`config.mk`:
```
export PLATFORM = sky130hd
export DESIGN_NAME = tpts_core
export DESIGN_NICKNAME = d
export VERILOG_FILES = /design/src/tpts_pkg.sv /design/src/tpts_scaler.sv /design/src/tpts_core.sv
export SDC_FILE = /design/constraint.sdc
export NUM_CORES = 2
export LEC_CHECK = 0
export BUFFER_PORTS_ARGS = -buffer_cell sky130_fd_sc_hd__buf_2
export CORE_MARGIN = 4
export CORE_UTILIZATION = 47
export DETAILED_ROUTE_END_ITERATION = 10
export HOLD_SLACK_MARGIN = 0.12
export PLACE_DENSITY = 0.78
export SYNTH_ARGS = -nofsm -noshare
export SYNTH_HDL_FRONTEND = slang
export SYNTH_SLANG_ARGS = --single-unit
```
`constraint.sdc`:
```
create_clock -name clk -period 15.45 [get_ports clk]
set_input_delay 3.09 -clock clk [delete_from_list [all_inputs] [get_ports clk]]
set_output_delay 3.09 -clock clk [all_outputs]
set_load 0.02 [all_outputs]
```
`src/tpts_pkg.sv`:
```
// ----------------------------------------------------------------------------
// Track pair target stabilizer package
// Shared constants, the sequencer state type and the multiplier request type.
// ----------------------------------------------------------------------------
package tpts_pkg;

    localparam int unsigned NUM_REGS = 8;
    localparam int unsigned CFG_IDX_W = 3;
    localparam int unsigned CFG_DATA_W = 31;

    localparam logic [CFG_IDX_W-1:0] REG_YAW_GAIN       = 3'd0;
    localparam logic [CFG_IDX_W-1:0] REG_YAW_LIMIT      = 3'd1;
    localparam logic [CFG_IDX_W-1:0] REG_YAW_DEADBAND   = 3'd2;
    localparam logic [CFG_IDX_W-1:0] REG_LOAD_THRESHOLD = 3'd3;
    localparam logic [CFG_IDX_W-1:0] REG_LOAD_GAIN      = 3'd4;
    localparam logic [CFG_IDX_W-1:0] REG_LOAD_LIMIT     = 3'd5;
    localparam logic [CFG_IDX_W-1:0] REG_CONS_THRESHOLD = 3'd6;
    localparam logic [CFG_IDX_W-1:0] REG_CONS_BLEND     = 3'd7;

    localparam logic signed [35:0] TURN_GAP       = 36'sd65536;
    localparam logic signed [35:0] HALF_UNIT      = 36'sd32768;
    localparam logic [15:0] DRIFT_DECAY = 16'd65208;
    localparam logic [15:0] STOP_DECAY  = 16'd58982;
    localparam logic [15:0] TURN_DECAY  = 16'd64225;
    localparam logic [15:0] HALF_GAIN   = 16'd32768;

    localparam logic signed [35:0] S32_MAX = 36'sh07FFFFFFF;
    localparam logic signed [35:0] S32_MIN = -36'sh080000000;

    // one-hot sequencer states
    typedef enum logic [8:0] {
        ST_IDLE  = 9'b000000001,
        ST_YAWD  = 9'b000000010,
        ST_STOPD = 9'b000000100,
        ST_TURND = 9'b000001000,
        ST_YAWC  = 9'b000010000,
        ST_LOADC = 9'b000100000,
        ST_CONS  = 9'b001000000,
        ST_FIN   = 9'b010000000,
        ST_OUT   = 9'b100000000
    } state_t;

    // request to the shared scaler: |x| * f >> 16, sign of x kept
    typedef struct packed {
        logic signed [35:0] x;
        logic [15:0]        f;
    } scale_req_t;

    function automatic logic signed [35:0] sat32(input logic signed [35:0] x);
        logic signed [35:0] r;
        begin
            r = x;
            if (x > S32_MAX) r = S32_MAX;
            if (x < S32_MIN) r = S32_MIN;
            return r;
        end
    endfunction

    function automatic logic signed [35:0] abs36(input logic signed [35:0] x);
        return x[35] ? -x : x;
    endfunction

endpackage

```
`src/tpts_scaler.sv`:
```
// ----------------------------------------------------------------------------
// Shared scaler
// Signed magnitude times Q0.16 factor, truncated toward zero; registered.
// ----------------------------------------------------------------------------
module tpts_scaler
(
    input  logic                   clk,
    input  tpts_pkg::scale_req_t   req,
    output logic signed [35:0]     res
);
    logic [35:0] mag;
    logic [51:0] prod;
    logic signed [35:0] res_reg;
    logic signed [35:0] res_next;

    always_comb
    begin
        mag = 36'(tpts_pkg::abs36(req.x));
        prod = 52'(mag) * 52'(req.f);
        res_next = req.x[35] ? -$signed(prod[51:16]) : $signed(prod[51:16]);
    end

    always_ff @(posedge clk)
    begin
        res_reg <= res_next;
    end

    assign res = res_reg;
endmodule

```
`src/tpts_core.sv`:
```
// ----------------------------------------------------------------------------
// Stabilizer sequencer
// Steps one tick or soft reset through the shared scaler and builds the biases.
// ----------------------------------------------------------------------------
module tpts_core
(
    input  logic               clk,
    input  logic               rst_n,
    input  logic               start,
    input  logic [192:0]       item,
    input  logic [30:0]        cfg_words [8],
    output logic               busy,
    output logic               done,
    output logic [129:0]       result,
    input  logic               taken
);
    typedef logic signed [35:0] s36_t;

    tpts_pkg::state_t state_reg, state_next;
    tpts_pkg::scale_req_t req;
    s36_t sres;
    s36_t drift_reg, drift_next;
    s36_t bl_reg, bl_next, br_reg, br_next;
    s36_t sl_reg, sr_reg, ll_reg, lr_reg, gl_reg, gr_reg;
    logic cmd_reg, turn_reg, mov_reg, stop_reg, bounce_reg, bounce_next;
    logic [129:0] res_reg, res_next;
    s36_t dsum, dmag, lmag, ld, sd, lim, blc, brc, gbl, gbr, corr, adjl, adjr;
    logic rpick;

    tpts_scaler u_scaler (.clk(clk), .req(req), .res(sres));

    function automatic s36_t guard(input s36_t g, input s36_t b);
        s36_t n;
        s36_t h;
        begin
            n = g + b;
            h = g >>> 1;
            if (g[35] && (g[0])) h = h + 36'sd1;
            if ((g > tpts_pkg::HALF_UNIT && n < 0) || (g < -tpts_pkg::HALF_UNIT && n > 0))
                return -h;
            return b;
        end
    endfunction

    function automatic s36_t clampl(input s36_t x, input s36_t l);
        if (x > l) return l;
        if (x < -l) return -l;
        return x;
    endfunction

    // decisions taken from the incoming item
    function automatic logic turn_in();
        s36_t a;
        a = tpts_pkg::abs36(s36_t'($signed(item[63:32])) - s36_t'($signed(item[31:0])));
        return a > tpts_pkg::TURN_GAP;
    endfunction

    function automatic logic big_in();
        s36_t a;
        s36_t b;
        a = tpts_pkg::abs36(s36_t'($signed(item[63:32])));
        b = tpts_pkg::abs36(s36_t'($signed(item[31:0])));
        return (a > tpts_pkg::HALF_UNIT) || (b > tpts_pkg::HALF_UNIT);
    endfunction

    function automatic logic mov_in();
        return !turn_in() && big_in();
    endfunction

    function automatic logic stop_in();
        return !big_in();
    endfunction

    always_comb
    begin
        dsum = tpts_pkg::sat32(drift_reg + (sl_reg - sr_reg));
        dmag = tpts_pkg::abs36(sres);
        ld = ll_reg - lr_reg;
        lmag = tpts_pkg::abs36(ld);
        sd = sl_reg - sr_reg;
        rpick = !(tpts_pkg::abs36(sl_reg - gl_reg) > tpts_pkg::abs36(sr_reg - gr_reg));
        lim = (cfg_words[1] > cfg_words[5]) ? s36_t'(cfg_words[1]) : s36_t'(cfg_words[5]);
        req.x = '0;
        req.f = '0;
        state_next = state_reg;
        drift_next = drift_reg;
        bl_next = bl_reg;
        br_next = br_reg;
        bounce_next = bounce_reg;
        res_next = res_reg;
        corr = '0;
        blc = clampl(bl_reg, lim);
        brc = clampl(br_reg, lim);
        gbl = guard(gl_reg, blc);
        gbr = guard(gr_reg, brc);
        adjl = tpts_pkg::sat32(gl_reg + gbl);
        adjr = tpts_pkg::sat32(gr_reg + gbr);
        case (state_reg)
            tpts_pkg::ST_IDLE:
            begin
                bl_next = '0;
                br_next = '0;
                bounce_next = 1'b0;
                if (start)
                begin
                    req.x = drift_reg;
                    req.f = tpts_pkg::HALF_GAIN;
                    if (item[192]) state_next = tpts_pkg::ST_FIN;
                    else if (mov_in()) state_next = tpts_pkg::ST_YAWD;
                    else if (stop_in()) state_next = tpts_pkg::ST_STOPD;
                    else state_next = tpts_pkg::ST_TURND;
                end
            end
            tpts_pkg::ST_YAWD:
            begin
                req.x = dsum;
                req.f = tpts_pkg::DRIFT_DECAY;
                state_next = tpts_pkg::ST_YAWC;
            end
            tpts_pkg::ST_YAWC:
            begin
                drift_next = sres;
                // scale excess drift by gain, sign fixed after
                req.x = dmag - s36_t'(cfg_words[2]);
                req.f = cfg_words[0][15:0];
                state_next = tpts_pkg::ST_LOADC;
            end
            tpts_pkg::ST_STOPD:
            begin
                req.x = drift_reg;
                req.f = tpts_pkg::STOP_DECAY;
                state_next = tpts_pkg::ST_TURND;
            end
            tpts_pkg::ST_TURND:
            begin
                if (stop_reg) drift_next = sres;
                req.x = stop_reg ? sres : drift_reg;
                req.f = turn_reg ? tpts_pkg::TURN_DECAY : 16'hFFFF;
                state_next = tpts_pkg::ST_LOADC;
            end
            tpts_pkg::ST_LOADC:
            begin
                if (mov_reg)
                begin
                    if (tpts_pkg::abs36(drift_reg) > s36_t'(cfg_words[2]))
                    begin
                        corr = (sres > s36_t'(cfg_words[1])) ? s36_t'(cfg_words[1]) : sres;
                        if (drift_reg > 0)
                        begin
                            bl_next = -corr;
                            br_next = corr;
                        end
                        else
                        begin
                            bl_next = corr;
                            br_next = -corr;
                        end
                    end
                end
                else if (turn_reg) drift_next = sres;
                req.x = lmag - s36_t'(cfg_words[3]);
                req.f = cfg_words[4][15:0];
                state_next = tpts_pkg::ST_CONS;
            end
            tpts_pkg::ST_CONS:
            begin
                if (lmag > s36_t'(cfg_words[3]))
                begin
                    corr = (sres > s36_t'(cfg_words[5])) ? s36_t'(cfg_words[5]) : sres;
                    if (turn_reg) corr = corr >>> 1;
                    if (ld > 0) br_next = br_reg - corr;
                    else bl_next = bl_reg - corr;
                end
                req.x = rpick ? sd : -sd;
                req.f = cfg_words[7][15:0];
                state_next = tpts_pkg::ST_FIN;
            end
            tpts_pkg::ST_FIN:
            begin
                if (cmd_reg)
                begin
                    drift_next = sres;
                    res_next = {gl_reg[31:0], gr_reg[31:0], 64'd0, 2'b00};
                    state_next = tpts_pkg::ST_OUT;
                end
                else if (mov_reg && !bounce_reg &&
                         tpts_pkg::abs36(sd) > s36_t'(cfg_words[6]))
                begin
                    // fold in the blend, then one more pass here to finish
                    bounce_next = 1'b1;
                    if (rpick) br_next = br_reg + sres;
                    else bl_next = bl_reg + sres;
                end
                else
                begin
                    res_next = {adjl[31:0], adjr[31:0],
                                gbl[31:0], gbr[31:0], turn_reg, bounce_reg};
                    state_next = tpts_pkg::ST_OUT;
                end
            end
            tpts_pkg::ST_OUT:
            begin
                if (taken) state_next = tpts_pkg::ST_IDLE;
            end
            default: state_next = tpts_pkg::ST_IDLE;
        endcase
    end

    always_ff @(posedge clk or negedge rst_n)
    begin
        if (!rst_n)
        begin
            state_reg <= tpts_pkg::ST_IDLE;
            drift_reg <= '0;
        end
        else
        begin
            state_reg <= state_next;
            drift_reg <= drift_next;
        end
    end

    always_ff @(posedge clk)
    begin
        bl_reg <= bl_next;
        br_reg <= br_next;
        bounce_reg <= bounce_next;
        res_reg <= res_next;
        if (state_reg == tpts_pkg::ST_IDLE && start)
        begin
            cmd_reg <= item[192];
            sl_reg <= s36_t'($signed(item[191:160]));
            sr_reg <= s36_t'($signed(item[159:128]));
            ll_reg <= s36_t'($signed(item[127:96]));
            lr_reg <= s36_t'($signed(item[95:64]));
            gl_reg <= s36_t'($signed(item[63:32]));
            gr_reg <= s36_t'($signed(item[31:0]));
            turn_reg <= turn_in();
            mov_reg <= mov_in();
            stop_reg <= stop_in();
        end
    end

    assign busy = (state_reg != tpts_pkg::ST_IDLE);
    assign done = (state_reg == tpts_pkg::ST_OUT);
    assign result = res_reg;

`ifndef SYNTHESIS
    a_drift_range: assert property (@(posedge clk) disable iff (!rst_n)
        (drift_reg <= tpts_pkg::S32_MAX) && (drift_reg >= tpts_pkg::S32_MIN))
        else $error("drift out of range");
    a_out_holds: assert property (@(posedge clk) disable iff (!rst_n)
        done && !taken |=> done && $stable(result))
        else $error("result changed while waiting");
    a_start_idle: assert property (@(posedge clk) disable iff (!rst_n)
        start && !busy |=> busy)
        else $error("start not taken");
`endif
endmodule

```
==> reports/metrics.cfg <==
[run_status]
outcome=complete, but fails checks
violations=negative setup slack

[timing]
finalHoldViolations=0
slew_headroom_pct=7.13
worst_slack_ns=-1.94
setup_violations=81
worst_clock_skew_ns=0.0680
worst_slew_pin_slew_ns=1.39
clock.fmax_mhz=57.5
fin_crit_sh_pct=113
rsz0062_at_grt=true
finalCriticalPeriod_ns=17.39
slew_viol_final=0

[floorplan]
num_rows=154
die_w_um=431
start_util_pct=47.4
fp.dieH_um=431
core_um2=177000
design.die.area_um2=185000
ios=577

[global_routing]
antenna_found_initial=22
grt_pass1_wl_um=559000
track_usage_pct=39.8
grt_overflow=0
grt_max_degree=116
grt_pass1_vias=88600

[drt]
wl_per_cell_um=26.0
finalWirelength_um=390000
ant_nets=0
vias_per_cell=6.10
drtIter0Drc=9849
drcViolationCount=0
vias=91700
dr.pass1.iters=10

[critical_path]
cp-end-kind=flop
worstSetupStartpointType=input port
critical_path_required_ns=15.87
cpPeakStageDelay_ns=0.56
slowest_stage=or4_4
path_common_cell=o21a_1
cp_max_fo=11
cp_data_arrival_time_ns=17.80
worstSetupPathType=input port to flop

[logic_synthesis]
synth_top_flop_cell=edfxtp_1
synth_seq_area_share_pct=16.5
synthTopCellsByArea=edfxtp_1 (14%), ha_1 (14%), fa_1 (12%), xnor2_1 (6.1%), inv_1 (5.0%)
synth_seq_cells=480
synthDistinctLibCells=107
syn_inst=10300
syn_area_per_cell_um2=8.13
ys_warn_count=0
synth_edf_count=399
synth_area_leader_cell=edfxtp_1
async_flop_share_pct=9.38
syn_area_um2=83900
synth_top_area_share_pct=14.3

[final_layout]
largest_reg_flops=130
layout_common_cells=buf_4 (1,949), inv_1 (1,072), nand2_1 (892)
fin_nets=14500
syn_to_final_growth_pct=31.7
layout_commonest_cell=buf_4
drive_gt1_share_pct=27.7

[hold_path]
hp-class=flop to flop

[placed_design]
place.gp.congestion=1.10
port_buffers=531
hpwl_um=317000
place_ws_ns=-3.55

[clocking]
cts_hold_buf=0
path_clk_slew_ns=0.07
root_buffer=clkbuf_16
h-tree-depth=2
clk_latency_ns=0.77
cts_buffer_depth=3
tritoncts=built
cts_buffers=61
clock-sinks=480

[flow_run]
maxCapViolations=0

[layer usage]
layer	GRT usage, %	part of all wire, %	vias to the layer above
met4	32.1	10	8
met5	0	0.013	-
li1	-	-	41100
met1	49.2	37	43900
met3	6.75	9.5	1369
met2	61.5	43	5306
[kinds of logic after synthesis]
logic type,share of synthesized area [%]
AND/OR/NAND/NOR,19.7
AO/OA/AOI/OAI,19.4
buffers and inverters,6.60
adder cells (fa/ha/maj),25.5
XOR/XNOR,9.10
flip-flops,16.5
multiplexers,3.08
other,0.00895
[timing repair]
action,4_1_cts,5_1_grt
cloned,3,9
buffers inserted,26,142
setup endpoints to repair,97,100
pin swaps,56,364
gates resized for setup,92,704
[final timing paths]
path / depth (start not counted) / endpoint / slack, ns / startpoint
min: 2 / drift_reg[0] / 0.69 / u_scaler.res[0]
min in group asynchronous: 2 / drift_reg[4] / 2.48 / rst_n
max in group asynchronous: 2 / state_reg[2] / 12.49 / rst_n
max reg2reg: 73 / u_scaler.res[35] / -1.20 / gl_reg[1]
min reg2reg: 2 / drift_reg[0] / 0.69 / u_scaler.res[0]
max: 83 / result[89] / -1.94 / cfg_words[62]
[through the flow]
stage / instances / cell area (um2) / hold WS, ns / utilization [%] / setup TNS [ns]
finish: 15000 / 110000 / 0.689 / 62.5 / -123.92
global route: 15000 / 110000 / 0.726 / 62.4 / -173.15
CTS: 14900 / 106000 / 0.683 / 60.0 / -148.86
detailed placement: 14700 / 103000 / 0.656 / 58.5 / -250.23
global placement: 14700 / 103000 / 0.643 / 58.5 / -229.05
floorplan: 10300 / 84700 / 0.498 / - / -173.48
[synth_stat cells (30+ instances only)]
| master | instances |
|---|---|
| inv_1 | 1117 |
| ha_1 | 934 |
| nand2_1 | 928 |
| nor2_1 | 745 |
| a21oi_1 | 662 |
| xnor2_1 | 586 |
| o21ai_0 | 520 |
| fa_1 | 487 |
| edfxtp_1 | 399 |
| clkbuf_1 | 310 |
| xor2_1 | 286 |
| a21o_1 | 264 |
| nor2b_1 | 249 |
| nor3_1 | 240 |
| nand3_1 | 216 |
| nand2b_1 | 160 |
| and2_1 | 157 |
| nand4_1 | 146 |
| mux2i_1 | 122 |
| o21a_1 | 105 |
| or3_1 | 98 |
| nor4_1 | 97 |
| and3_1 | 95 |
| mux2_2 | 94 |
| a221oi_1 | 83 |
| o31ai_1 | 83 |
| o22ai_1 | 81 |
| a31oi_1 | 79 |
| o211ai_1 | 75 |
| a211oi_1 | 67 |
| o21bai_1 | 58 |
| or2_2 | 50 |
| a21boi_0 | 48 |
| dfrtp_1 | 44 |
| buf_1 | 36 |
| dfxtp_1 | 36 |
| nor3b_1 | 34 |
| or4_1 | 31 |
| nand3b_1 | 30 |
[area by class of cell]
type                       count  area, um2
timing repair buffer        2582      19000
inverter                    1125       4260
clock buffer                  77       1660
antenna                       20       50.0
sequential                   480      13800
multi-input combinational   8369      68400
tap                         2340       2930
clock inverter                36        358
fill                       15100      66400
[worst max-delay path: cells and delay by family]
family	cells	cell delay, ns
AO/OA/AOI/OAI	49	8.26
AND/OR/NAND/NOR	12	2.46
adder cells (fa/ha/maj)	5	1.29
XOR/XNOR	2	0.23
buffers and inverters	12	1.66
multiplexers	3	0.69
Power is left out: the tool's default activity adds up to more than one toggle a clock period on the data nets, which glitch-free logic cannot reach.
